`config.mk`:
```
export PLATFORM = sky130hd
export DESIGN_NAME = mouse_keys_accelerator_flat
export DESIGN_NICKNAME = d
export VERILOG_FILES = /design/src/mka_pkg.sv /design/src/mka_channels.sv /design/src/mka_cfg_regs.sv /design/src/mka_core.sv /design/src/mouse_keys_accelerator.sv /design/src/flat_wrapper.sv
export SDC_FILE = /design/constraint.sdc
export NUM_CORES = 1
export LEC_CHECK = 0
export BUFFER_PORTS_ARGS = -buffer_cell sky130_fd_sc_hd__clkbuf_2
export CORE_UTILIZATION = 30
export CTS_BUF_LIST = sky130_fd_sc_hd__clkbuf_8
export CTS_CLUSTER_SIZE = 16
export DETAILED_ROUTE_END_ITERATION = 6
export PLACE_DENSITY_LB_ADDON = 0.12
export RECOVER_POWER = 25
export SKIP_LAST_GASP = 1
export SLEW_MARGIN = 20
export SYNTH_ARGS = -nofsm -noshare
export SYNTH_HDL_FRONTEND = slang
export SYNTH_SLANG_ARGS = --single-unit
```
`constraint.sdc`:
```
create_clock -name clk -period 9.91 [get_ports clk]
set_clock_uncertainty 0.15 [all_clocks]
set_input_delay 0.4955 -clock clk [delete_from_list [all_inputs] [get_ports clk]]
set_output_delay 0.4955 -clock clk [all_outputs]
set_load 0.03 [all_outputs]
```
`src/mka_pkg.sv`:
```
// Shared types, codes and defaults for the mouse keys accelerator.
package mka_pkg;

	localparam int unsigned WHEEL_DIVIDE_BITS = 4;
	localparam int unsigned CFG_ADDR_W = 4;

	typedef enum logic [1:0] {
		OP_PRESS   = 2'd0,
		OP_RELEASE = 2'd1,
		OP_TICK    = 2'd2,
		OP_CLEAR   = 2'd3
	} op_t;

	// Register indexes (byte address is 4 * index)
	localparam logic [1:0] REG_START_DELAY = 2'd0;
	localparam logic [1:0] REG_REPEAT_INTV = 2'd1;
	localparam logic [1:0] REG_SPEEDUP     = 2'd2;
	localparam logic [1:0] REG_SPEED_CAP   = 2'd3;

	localparam logic [7:0] START_DELAY_RST = 8'd40;
	localparam logic [7:0] REPEAT_INTV_RST = 8'd5;
	localparam logic [7:0] SPEEDUP_RST     = 8'd10;
	localparam logic [6:0] SPEED_CAP_RST   = 7'd20;

	// Key codes
	localparam logic [7:0] KEY_FIRST   = 8'hF0;
	localparam logic [7:0] KEY_UP      = 8'hF0;
	localparam logic [7:0] KEY_DOWN    = 8'hF1;
	localparam logic [7:0] KEY_LEFT    = 8'hF2;
	localparam logic [7:0] KEY_RIGHT   = 8'hF3;
	localparam logic [7:0] KEY_BTN1    = 8'hF4;
	localparam logic [7:0] KEY_BTN5    = 8'hF8;
	localparam logic [7:0] KEY_WH_UP   = 8'hF9;
	localparam logic [7:0] KEY_WH_DOWN = 8'hFA;
	localparam logic [7:0] KEY_WH_LEFT = 8'hFB;
	localparam logic [7:0] KEY_WH_RGHT = 8'hFC;
	localparam logic [7:0] KEY_ACC0    = 8'hFD;
	localparam logic [7:0] KEY_ACC2    = 8'hFF;

	// Axis slots
	localparam int unsigned AX_X = 0;
	localparam int unsigned AX_Y = 1;
	localparam int unsigned AX_V = 2;
	localparam int unsigned AX_H = 3;

	// Repeat phase at which reports go out
	localparam logic [1:0] PHASE_RUN = 2'd2;

	typedef struct packed {
		logic [7:0] start_delay_ms;
		logic [7:0] repeat_interval_ms;
		logic [7:0] speedup_period;
		logic [6:0] speed_cap;
	} cfg_t;

	typedef struct packed {
		logic [4:0]        buttons;
		logic signed [7:0] move_x;
		logic signed [7:0] move_y;
		logic signed [7:0] wheel_v;
		logic signed [7:0] wheel_h;
	} report_t;

endpackage

```
`src/mka_channels.sv`:
```
// Valid/ready channel interfaces for key items and mouse reports.
interface mka_item_if;
	logic       valid;
	logic       ready;
	logic [1:0] operation;
	logic [7:0] key_code;

	modport source (output valid, output operation, output key_code, input ready);
	modport sink (input valid, input operation, input key_code, output ready);
endinterface

interface mka_report_if;
	logic              valid;
	logic              ready;
	logic [4:0]        buttons;
	logic signed [7:0] move_x;
	logic signed [7:0] move_y;
	logic signed [7:0] wheel_v;
	logic signed [7:0] wheel_h;

	modport source (output valid, output buttons, output move_x, output move_y,
		output wheel_v, output wheel_h, input ready);
	modport sink (input valid, input buttons, input move_x, input move_y,
		input wheel_v, input wheel_h, output ready);
endinterface

```
`src/mka_cfg_regs.sv`:
```
// APB register file holding the four timing and speed settings.
module mka_cfg_regs (
	input  logic                              clk,
	input  logic                              arst_n,
	input  logic                              psel,
	input  logic                              penable,
	input  logic                              pwrite,
	input  logic [mka_pkg::CFG_ADDR_W-1:0]    paddr,
	input  logic [31:0]                       pwdata,
	output logic [31:0]                       prdata,
	output logic                              pready,
	output mka_pkg::cfg_t                     cfg
);

	mka_pkg::cfg_t cfg_q;
	logic          wr_en;
	logic [1:0]    reg_idx;

	assign pready  = 1'b1;
	assign wr_en   = psel & penable & pwrite;
	assign reg_idx = paddr[3:2];
	assign cfg     = cfg_q;

	always_ff @(posedge clk or negedge arst_n) begin
		if (!arst_n) begin
			cfg_q.start_delay_ms     <= mka_pkg::START_DELAY_RST;
			cfg_q.repeat_interval_ms <= mka_pkg::REPEAT_INTV_RST;
			cfg_q.speedup_period     <= mka_pkg::SPEEDUP_RST;
			cfg_q.speed_cap          <= mka_pkg::SPEED_CAP_RST;
		end else if (wr_en) begin
			unique case (reg_idx)
				mka_pkg::REG_START_DELAY: cfg_q.start_delay_ms <= pwdata[7:0];
				mka_pkg::REG_REPEAT_INTV: cfg_q.repeat_interval_ms <= pwdata[7:0];
				mka_pkg::REG_SPEEDUP:     cfg_q.speedup_period <= pwdata[7:0];
				mka_pkg::REG_SPEED_CAP:   cfg_q.speed_cap <= pwdata[6:0];
				default: ;
			endcase
		end
	end

	always_comb begin
		unique case (reg_idx)
			mka_pkg::REG_START_DELAY: prdata = {24'd0, cfg_q.start_delay_ms};
			mka_pkg::REG_REPEAT_INTV: prdata = {24'd0, cfg_q.repeat_interval_ms};
			mka_pkg::REG_SPEEDUP:     prdata = {24'd0, cfg_q.speedup_period};
			mka_pkg::REG_SPEED_CAP:   prdata = {25'd0, cfg_q.speed_cap};
			default:                  prdata = '0;
		endcase
	end

endmodule

```
`src/mka_core.sv`:
```
// Key state, repeat timing and speed ramp; updates once per processed item.
module mka_core #(
	parameter int unsigned WheelBits = mka_pkg::WHEEL_DIVIDE_BITS
) (
	input  logic              clk,
	input  logic              arst_n,
	input  mka_pkg::cfg_t     cfg,
	input  logic              step,
	input  logic [1:0]        op,
	input  logic [7:0]        key,
	output logic              fire,
	output mka_pkg::report_t  rpt
);

	logic [4:0]           btn_q, btn_d;
	logic signed [7:0]    axis_q [4];
	logic signed [7:0]    axis_d [4];
	logic [2:0]           acc_q, acc_d;
	logic [1:0]           phase_q, phase_d;
	logic [WheelBits-1:0] wcnt_q, wcnt_d;
	logic [7:0]           spd_q, spd_d;
	logic [15:0]          ms_q, ms_d;

	logic [15:0]          ms_inc;
	logic [7:0]           wait_ms;
	logic                 any_axis;
	logic [7:0]           spd_inc;
	logic [WheelBits-1:0] wcnt_inc;
	logic                 wheel_now;
	logic [2:0]           btn_idx;
	logic [1:0]           acc_idx;

	// One speed step for one axis
	function automatic logic signed [7:0] ramp(
		input logic signed [7:0] v,
		input logic [6:0]        m,
		input logic [2:0]        acc
	);
		logic [7:0]        c;
		logic signed [7:0] cs;
		logic signed [8:0] ms;
		logic signed [8:0] up;
		logic signed [8:0] dn;
		logic signed [7:0] res;
		c  = 8'(m[6:2]) * 8'(acc);
		cs = (c > 8'd127) ? 8'sd127 : signed'(c);
		ms = signed'({2'b00, m});
		up = {v[7], v} + 9'sd1;
		dn = {v[7], v} - 9'sd1;
		if (v == 8'sd0) begin
			res = 8'sd0;
		end else if (acc != 3'd0) begin
			res = (v > 8'sd0) ? cs : -cs;
		end else if (v > 8'sd0) begin
			res = (up > ms) ? signed'({1'b0, m}) : up[7:0];
		end else begin
			res = (dn < -ms) ? -signed'({1'b0, m}) : dn[7:0];
		end
		return res;
	endfunction

	assign ms_inc    = (ms_q == 16'hFFFF) ? ms_q : ms_q + 16'd1;
	assign wait_ms   = (phase_q == mka_pkg::PHASE_RUN) ? cfg.repeat_interval_ms
		: cfg.start_delay_ms;
	assign any_axis  = (axis_q[0] != 8'sd0) || (axis_q[1] != 8'sd0)
		|| (axis_q[2] != 8'sd0) || (axis_q[3] != 8'sd0);
	assign spd_inc   = spd_q + 8'd1;
	assign wcnt_inc  = wcnt_q + WheelBits'(1);
	assign wheel_now = (wcnt_inc == '0);
	assign btn_idx   = 3'(key - mka_pkg::KEY_BTN1);
	assign acc_idx   = 2'(key - mka_pkg::KEY_ACC0);

	always_comb begin
		btn_d   = btn_q;
		axis_d  = axis_q;
		acc_d   = acc_q;
		phase_d = phase_q;
		wcnt_d  = wcnt_q;
		spd_d   = spd_q;
		ms_d    = ms_q;
		fire    = 1'b0;

		rpt.buttons = btn_q;
		rpt.move_x  = axis_q[mka_pkg::AX_X];
		rpt.move_y  = axis_q[mka_pkg::AX_Y];
		rpt.wheel_v = wheel_now ? axis_q[mka_pkg::AX_V] : 8'sd0;
		rpt.wheel_h = wheel_now ? axis_q[mka_pkg::AX_H] : 8'sd0;

		unique case (mka_pkg::op_t'(op))
			mka_pkg::OP_PRESS: begin
				unique case (key) inside
					mka_pkg::KEY_UP:      axis_d[mka_pkg::AX_Y] = -8'sd1;
					mka_pkg::KEY_DOWN:    axis_d[mka_pkg::AX_Y] = 8'sd1;
					mka_pkg::KEY_LEFT:    axis_d[mka_pkg::AX_X] = -8'sd1;
					mka_pkg::KEY_RIGHT:   axis_d[mka_pkg::AX_X] = 8'sd1;
					[mka_pkg::KEY_BTN1:mka_pkg::KEY_BTN5]:
						btn_d = btn_q | (5'd1 << btn_idx);
					mka_pkg::KEY_WH_UP: begin
						axis_d[mka_pkg::AX_V] = 8'sd1;
						wcnt_d = '0;
					end
					mka_pkg::KEY_WH_DOWN: begin
						axis_d[mka_pkg::AX_V] = -8'sd1;
						wcnt_d = '0;
					end
					mka_pkg::KEY_WH_LEFT: begin
						axis_d[mka_pkg::AX_H] = -8'sd1;
						wcnt_d = '0;
					end
					mka_pkg::KEY_WH_RGHT: begin
						axis_d[mka_pkg::AX_H] = 8'sd1;
						wcnt_d = '0;
					end
					[mka_pkg::KEY_ACC0:mka_pkg::KEY_ACC2]:
						acc_d = acc_q | (3'd1 << acc_idx);
					default: ;
				endcase
			end
			mka_pkg::OP_RELEASE: begin
				// drop an axis only when it points the released way
				unique case (key) inside
					mka_pkg::KEY_UP:
						if (axis_q[mka_pkg::AX_Y] < 8'sd0) axis_d[mka_pkg::AX_Y] = 8'sd0;
					mka_pkg::KEY_DOWN:
						if (axis_q[mka_pkg::AX_Y] > 8'sd0) axis_d[mka_pkg::AX_Y] = 8'sd0;
					mka_pkg::KEY_LEFT:
						if (axis_q[mka_pkg::AX_X] < 8'sd0) axis_d[mka_pkg::AX_X] = 8'sd0;
					mka_pkg::KEY_RIGHT:
						if (axis_q[mka_pkg::AX_X] > 8'sd0) axis_d[mka_pkg::AX_X] = 8'sd0;
					[mka_pkg::KEY_BTN1:mka_pkg::KEY_BTN5]:
						btn_d = btn_q & ~(5'd1 << btn_idx);
					mka_pkg::KEY_WH_UP:
						if (axis_q[mka_pkg::AX_V] > 8'sd0) axis_d[mka_pkg::AX_V] = 8'sd0;
					mka_pkg::KEY_WH_DOWN:
						if (axis_q[mka_pkg::AX_V] < 8'sd0) axis_d[mka_pkg::AX_V] = 8'sd0;
					mka_pkg::KEY_WH_LEFT:
						if (axis_q[mka_pkg::AX_H] < 8'sd0) axis_d[mka_pkg::AX_H] = 8'sd0;
					mka_pkg::KEY_WH_RGHT:
						if (axis_q[mka_pkg::AX_H] > 8'sd0) axis_d[mka_pkg::AX_H] = 8'sd0;
					[mka_pkg::KEY_ACC0:mka_pkg::KEY_ACC2]:
						acc_d = acc_q & ~(3'd1 << acc_idx);
					default: ;
				endcase
			end
			mka_pkg::OP_CLEAR: begin
				btn_d = '0;
				acc_d = '0;
				for (int i = 0; i < 4; i++) begin
					axis_d[i] = 8'sd0;
				end
			end
			mka_pkg::OP_TICK: begin
				ms_d = ms_inc;
				if (ms_inc < {8'd0, wait_ms}) begin
					// hold: delay not yet elapsed
				end else if (!any_axis) begin
					phase_d = '0;
				end else if (phase_q != mka_pkg::PHASE_RUN) begin
					phase_d = phase_q + 2'd1;
				end else begin
					fire   = 1'b1;
					wcnt_d = wcnt_inc;
					ms_d   = '0;
					spd_d  = spd_inc;
					if (spd_inc > cfg.speedup_period) begin
						spd_d = '0;
						for (int i = 0; i < 4; i++) begin
							axis_d[i] = ramp(axis_q[i], cfg.speed_cap, acc_q);
						end
					end
				end
			end
			default: ;
		endcase
	end

	always_ff @(posedge clk or negedge arst_n) begin
		if (!arst_n) begin
			btn_q   <= '0;
			acc_q   <= '0;
			phase_q <= '0;
			wcnt_q  <= '0;
			spd_q   <= '0;
			ms_q    <= '0;
			for (int i = 0; i < 4; i++) begin
				axis_q[i] <= 8'sd0;
			end
		end else if (step) begin
			btn_q   <= btn_d;
			acc_q   <= acc_d;
			phase_q <= phase_d;
			wcnt_q  <= wcnt_d;
			spd_q   <= spd_d;
			ms_q    <= ms_d;
			axis_q  <= axis_d;
		end
	end

endmodule

```
`src/mouse_keys_accelerator.sv`:
```
// Top level: input register, accelerator state and registered report output.
//
//  channel   dir   handshake       payload
//  item      in    valid/ready     operation[1:0], key_code[7:0]
//  report    out   valid/ready     buttons[4:0], move_x, move_y, wheel_v, wheel_h
//  apb       in    psel/penable    paddr[3:0], pwdata, prdata (pready tied high)
//
// One item per cycle while the report register is not stalled.
// The item register feeds the state update, which loads the report register.
// A stalled report holds the item register; item.ready drops then and in the
// first cycle after reset.
// Reset clears control/core state, loads register defaults; no clearing pass.
module mouse_keys_accelerator #(
	parameter int unsigned WHEEL_DIVIDE_BITS = mka_pkg::WHEEL_DIVIDE_BITS
) (
	input  logic                           clk,
	input  logic                           arst_n,
	input  logic                           psel,
	input  logic                           penable,
	input  logic                           pwrite,
	input  logic [mka_pkg::CFG_ADDR_W-1:0] paddr,
	input  logic [31:0]                    pwdata,
	output logic [31:0]                    prdata,
	output logic                           pready,
	mka_item_if.sink                       item,
	mka_report_if.source                   report
);

	mka_pkg::cfg_t    cfg;
	mka_pkg::report_t rpt;
	mka_pkg::report_t rpt_q;
	logic             fire;
	logic             live_q;
	logic             valid_s1;
	logic [1:0]       op_s1;
	logic [7:0]       key_s1;
	logic             out_valid_q;
	logic             adv;
	logic             step;

	mka_cfg_regs u_cfg (
		.clk     (clk),
		.arst_n  (arst_n),
		.psel    (psel),
		.penable (penable),
		.pwrite  (pwrite),
		.paddr   (paddr),
		.pwdata  (pwdata),
		.prdata  (prdata),
		.pready  (pready),
		.cfg     (cfg)
	);

	mka_core #(
		.WheelBits (WHEEL_DIVIDE_BITS)
	) u_core (
		.clk    (clk),
		.arst_n (arst_n),
		.cfg    (cfg),
		.step   (step),
		.op     (op_s1),
		.key    (key_s1),
		.fire   (fire),
		.rpt    (rpt)
	);

	// advance when the report register is free or being drained
	assign adv        = !out_valid_q || report.ready;
	assign step       = valid_s1 && adv;
	assign item.ready = live_q && (!valid_s1 || adv);

	always_ff @(posedge clk or negedge arst_n) begin
		if (!arst_n) begin
			live_q      <= 1'b0;
			valid_s1    <= 1'b0;
			out_valid_q <= 1'b0;
		end else begin
			live_q <= 1'b1;
			if (item.ready) begin
				valid_s1 <= item.valid;
			end
			if (adv) begin
				out_valid_q <= step && fire;
			end
		end
	end

	always_ff @(posedge clk) begin
		if (item.valid && item.ready) begin
			op_s1  <= item.operation;
			key_s1 <= item.key_code;
		end
		if (step && fire) begin
			rpt_q <= rpt;
		end
	end

	assign report.valid   = out_valid_q;
	assign report.buttons = rpt_q.buttons;
	assign report.move_x  = rpt_q.move_x;
	assign report.move_y  = rpt_q.move_y;
	assign report.wheel_v = rpt_q.wheel_v;
	assign report.wheel_h = rpt_q.wheel_h;

endmodule

```
`src/flat_wrapper.sv`:
```
// flat-port wrapper written by rule: the top's interface ports become plain ports
module mouse_keys_accelerator_flat 
#(
	parameter int unsigned WHEEL_DIVIDE_BITS = mka_pkg::WHEEL_DIVIDE_BITS
)
  (clk, arst_n, psel, penable, pwrite, paddr, pwdata, prdata, pready, item_valid, item_operation, item_key_code, item_ready, report_valid, report_buttons, report_move_x, report_move_y, report_wheel_v, report_wheel_h, report_ready);
  mka_item_if item_i ();
  mka_report_if report_i ();
  input  logic clk;
  input  logic arst_n;
  input  logic psel;
  input  logic penable;
  input  logic pwrite;
  input  logic [mka_pkg::CFG_ADDR_W-1:0] paddr;
  input  logic [31:0] pwdata;
  output logic [31:0] prdata;
  output logic pready;
  input wire logic [$bits(item_i.valid)-1:0] item_valid;
  input wire logic [$bits(item_i.operation)-1:0] item_operation;
  input wire logic [$bits(item_i.key_code)-1:0] item_key_code;
  output wire logic [$bits(item_i.ready)-1:0] item_ready;
  output wire logic [$bits(report_i.valid)-1:0] report_valid;
  output wire logic [$bits(report_i.buttons)-1:0] report_buttons;
  output wire logic [$bits(report_i.move_x)-1:0] report_move_x;
  output wire logic [$bits(report_i.move_y)-1:0] report_move_y;
  output wire logic [$bits(report_i.wheel_v)-1:0] report_wheel_v;
  output wire logic [$bits(report_i.wheel_h)-1:0] report_wheel_h;
  input wire logic [$bits(report_i.ready)-1:0] report_ready;
  assign item_i.valid = item_valid;
  assign item_i.operation = item_operation;
  assign item_i.key_code = item_key_code;
  assign item_ready = item_i.ready;
  assign report_valid = report_i.valid;
  assign report_buttons = report_i.buttons;
  assign report_move_x = report_i.move_x;
  assign report_move_y = report_i.move_y;
  assign report_wheel_v = report_i.wheel_v;
  assign report_wheel_h = report_i.wheel_h;
  assign report_i.ready = report_ready;
  mouse_keys_accelerator #(.WHEEL_DIVIDE_BITS(WHEEL_DIVIDE_BITS)) u_core (.clk(clk), .arst_n(arst_n), .psel(psel), .penable(penable), .pwrite(pwrite), .paddr(paddr), .pwdata(pwdata), .prdata(prdata), .pready(pready), .item(item_i), .report(report_i));
endmodule
```
## After elaboration in Yosys (flattened, before gate mapping)

Index checks and enable logic that the tools add are counted.
W data, S select, Z words.

| word-level totals | value |
|---|---|
| register bits | 151 |
| input port bits | 53 |
| output and inout bits | 72 |
| word-level logic and storage cells | 232 |

| operators by class | value |
|---|---|
| $add $sub $neg | 17 |
| multiply operators | 1 |
| $lt $le $gt $ge | 23 |
| equal/unequal tests | 43 |
| shift-type cells | 2 |
| muxes and demuxes | 70 |
| bitwise operators | 10 |
| reductions and logical operators | 42 |

Operator list:

| operator | count |
|---|---|
| $mux W8 | 35 |
| $pmux W32 S4 | 2 |
| $mux W32 | 4 |
| $pmux W8 S2 | 8 |
| $eq A8 B8 Y1 const B | 8 |
| $mux W16 | 4 |
| $ne A3 B3 Y1 const B | 16 |
| $add A8 B2 Y9 const B | 4 |
| $gt A9 B8 Y1 | 4 |
| $lt A9 B9 Y1 | 4 |
| $reduce_and A9 Y1 | 4 |
| $sub A8 B2 Y9 const B | 4 |
| $gt A8 B1 Y1 const B | 4 |
| $logic_not A8 Y1 | 4 |
| $lt A8 B1 Y1 const B | 4 |
| $reduce_bool A8 Y1 | 4 |
| $ne A2 B2 Y1 const B | 10 |
| $add A16 B1 Y16 const B | 1 |
| $eq A16 B16 Y1 const B | 1 |
| $ge A8 B8 Y1 const B | 2 |
| $le A8 B8 Y1 const B | 2 |
| $lt A16 B8 Y1 | 1 |
| $mux W4 | 4 |
| $pmux W5 S3 | 1 |
| 42 further kinds | 73 |

## Logic depth before layout (Yosys ltp)

| logic depth | value |
|---|---|
| word-level depth | 12 |
| gate-level depth with buffers | 19 |
| mapped depth without buffers | 18 |

## Modules after synthesis

A second synthesis with hierarchy kept.

| second synthesis, totals | value |
|---|---|
| cell total of the unflattened synthesis | 1440 |
| area, all modules | 12788.5 sq um |

Modules (own cells, without submodules):

| module | instances | cells an instance | area each (sq um) |
|---|---|---|---|
| mka_core | 1 | 1272 | 9640.5 |
| mka_cfg_regs | 1 | 107 | 1596.5 |
| mouse_keys_accelerator | 1 | 61 | 1551.5 |

## Worst setup path before layout

OpenSTA, ideal clock, no wires.

| path | value |
|---|---|
| path kind | flip-flop to flip-flop |
| start point | register u_core.u_cfg.cfg_q (netlist bit u_core.u_cfg.cfg[2]) |
| end point | register u_core.u_core.axis_q (netlist bit u_core.u_core.rpt[22]) |
| setup time | 0.065 ns |
| data arrival time | 4.150 ns |
| required time | 9.695 ns |
| path slack | 5.544 ns |
| cell stages (with the launch flop) | 19 |
| cell sequence | dfstp_2 -> clkbuf_1 -> nand2_1 -> fa_1 -> inv_1 -> ha_1 -> a211oi_1 -> o21bai_1 -> a21o_1 -> clkbuf_1 -> nor2_1 -> ha_1 -> nor3b_1 -> nand3_1 -> nand2_1 -> xnor2_1 -> nor2_1 -> a2111oi_0 -> o22a_1 |

| between the ends | value |
|---|---|
| word-level cells in the longest chain between the ends | 12 |
| elaborated cells on any way between the ends | 19 |

RTL lines:

| item | RTL line | text |
|---|---|---|
| start, declared | mka_cfg_regs.sv:15 | `mka_pkg::cfg_t cfg_q;` |
| $mul A5 B3 Y8 | mka_core.sv:45 | `c = 8'(m[6:2]) * 8'(acc);` |
| $gt A8 B7 Y1 | mka_core.sv:46 | `cs = (c > 8'd127) ? 8'sd127 : signed'(c);` |
| $mux W8 | mka_core.sv:46 |  |
| $neg A8 Y8 | mka_core.sv:53 | `res = (v > 8'sd0) ? cs : -cs;` |
| $mux W8 | mka_core.sv:53 |  |
| $mux W8 * | mka_core.sv:52 | `end else if (acc != 3'd0) begin` |
| $mux W8 * | mka_core.sv:50 | `if (v == 8'sd0) begin` |
| $mux W32 * | mka_core.sv:165 | `if (spd_inc > cfg.speedup_period) begin` |
| $mux W32 * | mka_core.sv:158 | `end else if (phase_q != mka_pkg::PHASE_RUN) begin` |
| $mux W32 * | mka_core.sv:156 | `end else if (!any_axis) begin` |
| $mux W32 * | mka_core.sv:154 | `if (ms_inc < {8'd0, wait_ms}) begin` |
| $pmux W32 S4 * | mka_core.sv:89 | `unique case (mka_pkg::op_t'(op))` |
| end signal, assigned | mka_core.sv:195 | `axis_q <= axis_d;` |
| end, declared | mka_core.sv:16 | `logic signed [7:0] axis_q [4];` |

Every way passes the cells marked *; elsewhere a longest branch is shown, timed or not. The select of a mux whose other input is x is not followed.
A chain may end at the register's enable or synchronous reset.

## Worst setup path in the final report

| path | value |
|---|---|
| start point | register u_core.u_cfg.cfg_q (netlist bit u_core.u_cfg.cfg[3]) |
| end point | register u_core.u_core.axis_q (netlist bit u_core.u_core.rpt[22]) |

Same word-level chain as after synthesis.

==> impl_metrics.tcl <==
set metrics [dict create \
    status "complete, but fails checks" \
    first_global_vias 10200 \
    synth_cells 1383 \
    core_mm2 0.0401 \
    max_slew_margin -0.958 \
    ant_nets 0 \
    powerDensity_mw_per_mm2 243 \
    die_w_um 205 \
    initial_core_util 0.307 \
    antenna_cells 0 \
    antenna_found_initial 1 \
    worstHoldPathType "in -> reg" \
    worstSkewPairLatency_ns 0.51 \
    placementRows 73 \
    die_h_um 205 \
    ir_drop_uv 108 \
    drive_above_1_share 0.130 \
    first_iter_violations 836 \
    area_growth_pct 10.0 \
    clockBufferDepth 2 \
    ys_async_sr_fraction 0.689 \
    critPathKind "reg -> reg" \
    synth-main-ff-cell "dfrtp_1" \
    syn_area_mm2 0.0123 \
    gr-total-overflow 0 \
    fin_tns_setup_ns 0 \
    via_count 10500 \
    die_area_mm2 0.0419 \
    track_usage 0.195 \
    synth_edf_count 47 \
    gp_congestion 0.898 \
    postCtsResizedCells 0 \
    drc 0 \
    utilization 0.338 \
    wirelength_um 40000 \
    firstDrtPassIters 7 \
    final-setup-viol-count 0 \
    cp_max_fo 15 \
    post_cts_buffers 0 \
    io_pins 125 \
    grt_setup_unrepaired "false" \
    grt_max_degree 57 \
    drv_slew 50 \
    dp_hpwl_um 29700 \
    cts.sinks 151 \
    synth_seq_area_share 0.326 \
    cts_tree "built" \
    numCtsBuffers 17 \
    arrival_ns 5.76 \
    fin_crit_sh 0.553 \
    maxCapViolCount 1 \
    ys_types 88 \
    max_freq_mhz 182 \
    post_drt_wl_per_cell_um 20.3 \
    cts.clk_slew.worst_paths_ns 0.11 \
    cp-end-kind "flip-flop" \
    layout_min_cycle_time_ns 5.48 \
    synth-seq-cells 151 \
    power_uw 3290 \
    grt_pass1_wl_um 61800 \
    failed_checks "max-capacitance violations, max-slew violations" \
    synth_area_per_cell_um2 8.91 \
    leakage_uw 0.00591 \
    cts_root_buf "clkbuf_8" \
    critical_path_required_ns 10.19 \
    yosys_warnings 0 \
    io_buffers 73 \
    finalHoldViolations 0 \
    htreeDepth 4 \
    via_per_inst 5.34 \
    tightest_slew_ns 2.94 \
    ctsHoldBuffers 11 \
    start_kind "flip-flop" \
    final_nets 1594 \
]
cells in the final DEF, fill, tap and decap left out, types with 22 or more instances in the layout:
master	instances
nand2_1	141
ha_1	106
dfrtp_1	96
nor2_1	94
o21ai_0	92
a21oi_1	83
clkbuf_2	71
inv_1	63
nand3_1	48
xnor2_1	48
edfxtp_1	47
mux2i_1	38
xor2_1	30
mux2_2	30
and2_1	28
conb_1	26
nor3_1	24
a31oi_1	22
area by class of cell:
type / count / area [um^2]
repair buffers: 100 / 586
inverters: 63 / 236
clock inverters: 15 / 165
flip-flops and latches: 151 / 4020
multi-input cells: 1098 / 7660
clock buffers: 17 / 234
fillers: 4201 / 26500
well taps: 525 / 657
logic make-up (layout without fill, tap and decap cells):
kind of cell	Yosys count	after routing	synth area share
AND/OR/NAND/NOR	460	460	0.188
other	2	26	0.000609
AO/OA/AOI/OAI	345	345	0.180
XOR/XNOR	78	78	0.0554
flip-flops	151	151	0.326
adder cells (fa/ha/maj)	110	110	0.114
buffers and inverters	158	195	0.0601
multiplexers	79	79	0.0750
sequential cells by signal, summed over array words and instances (netlist names), 16 cells and up:
name	flops
u_core.u_cfg.cfg	31
u_core.u_core.axis_q	16
u_core.u_core.ms_q	16
u_core.u_core.rpt	16
through the flow:
stage          worst slack (ns)  hold WS, ns  cells  instance area (um^2)
2_1_floorplan              5.54       0.0499   1407                 12400
3_3_place_gp               4.61        0.293   1926                 13100
3_5_place_dp               4.64        0.296   1926                 13100
4_1_cts                    4.57       0.0435   1969                 13600
5_1_grt                    4.19       0.0735   1969                 13600
6_report                   4.43       0.0897   1969                 13600
routing by layer:
| metal | vias to the layer above | wire length (um) | GRT usage |
|---|---|---|---|
| met4 | 2 | 649 | 0.0552 |
| met2 | 259 | 18000 | 0.306 |
| met1 | 5128 | 19500 | 0.275 |
| met5 | - | 9 | 0 |
| li1 | 5077 | - | - |
| met3 | 43 | 1790 | 0.0310 |
power by group:
part / internal, uW / switching (uW) / leakage [uW]
combinational: 707 / 1110 / 0.00395
sequential: 759 / 207 / 0.00175
clock: 231 / 279 / 0.000212
total: 1700 / 1590 / 0.00591
Yosys cell counts, types with 10 or more instances:
cell type / instances / area [um^2]
o22a_1: 13 / 114
o21a_1: 11 / 82.6
a21oi_1: 83 / 415
o21ai_0: 92 / 460
nand4_1: 18 / 113
nand2b_1: 17 / 106
inv_1: 62 / 233
a21o_1: 13 / 97.6
o22ai_1: 11 / 68.8
and2_1: 28 / 175
a31oi_1: 22 / 138
edfxtp_1: 47 / 1410
nor2b_1: 17 / 106
nand2_1: 141 / 529
nor4_1: 10 / 62.6
a211oi_1: 18 / 135
o31ai_1: 10 / 75.1
clkbuf_1: 44 / 165
and3_1: 18 / 113
nor2_1: 94 / 353
buf_2: 15 / 75.1
nor3_1: 25 / 125
mux2_2: 30 / 338
xor2_1: 30 / 263
o211ai_1: 10 / 75.1
dfrtp_1: 96 / 2400
mux2i_1: 38 / 380
nand3_1: 48 / 240
ha_1: 106 / 1330
xnor2_1: 48 / 420
buf_4: 26 / 195
path summary, 6_finish.rpt:
path	from	end	slack (ns)	cells after the start
max in group asynchronous	arst_n	u_core.u_core.axis_q[6]$_DFFE_PN0P_	6.25	3
min in group asynchronous	arst_n	u_core.u_core.ms_q[4]$_DFFE_PN0P_	1.33	2
worst min-delay path	pwdata[7]	u_core.u_cfg.cfg[14]$_DFFE_PN0P_	0.09	3
worst max register to register	u_core.u_cfg.cfg[3]$_DFFE_PN0P_	u_core.u_core.rpt[22]$_DFFE_PN0P_	4.43	16
worst max-delay path	u_core.u_cfg.cfg[3]$_DFFE_PN0P_	u_core.u_core.rpt[22]$_DFFE_PN0P_	4.43	16
worst min register to register	u_core.u_core.btn_q[4]$_DFFE_PN0P_	u_core.report.buttons[4]$_DFFE_PP_	0.31	0
worst max-delay path, cell delays in order (launching register included):
cell and delay (ns):
dfrtp_1 0.77, nand2_1 0.16, fa_1 0.56, inv_1 0.07
ha_1 0.31, a211oi_1 0.22, o21bai_1 0.12, a21o_1 0.34
nor2_1 0.35, ha_1 0.40, nor3b_1 0.41, nand3_1 0.35
nand2_1 0.17, xnor2_1 0.12, nor2_1 0.05, a2111oi_0 0.62
o22a_1 0.22
Power figures use the tool's default switching activity.
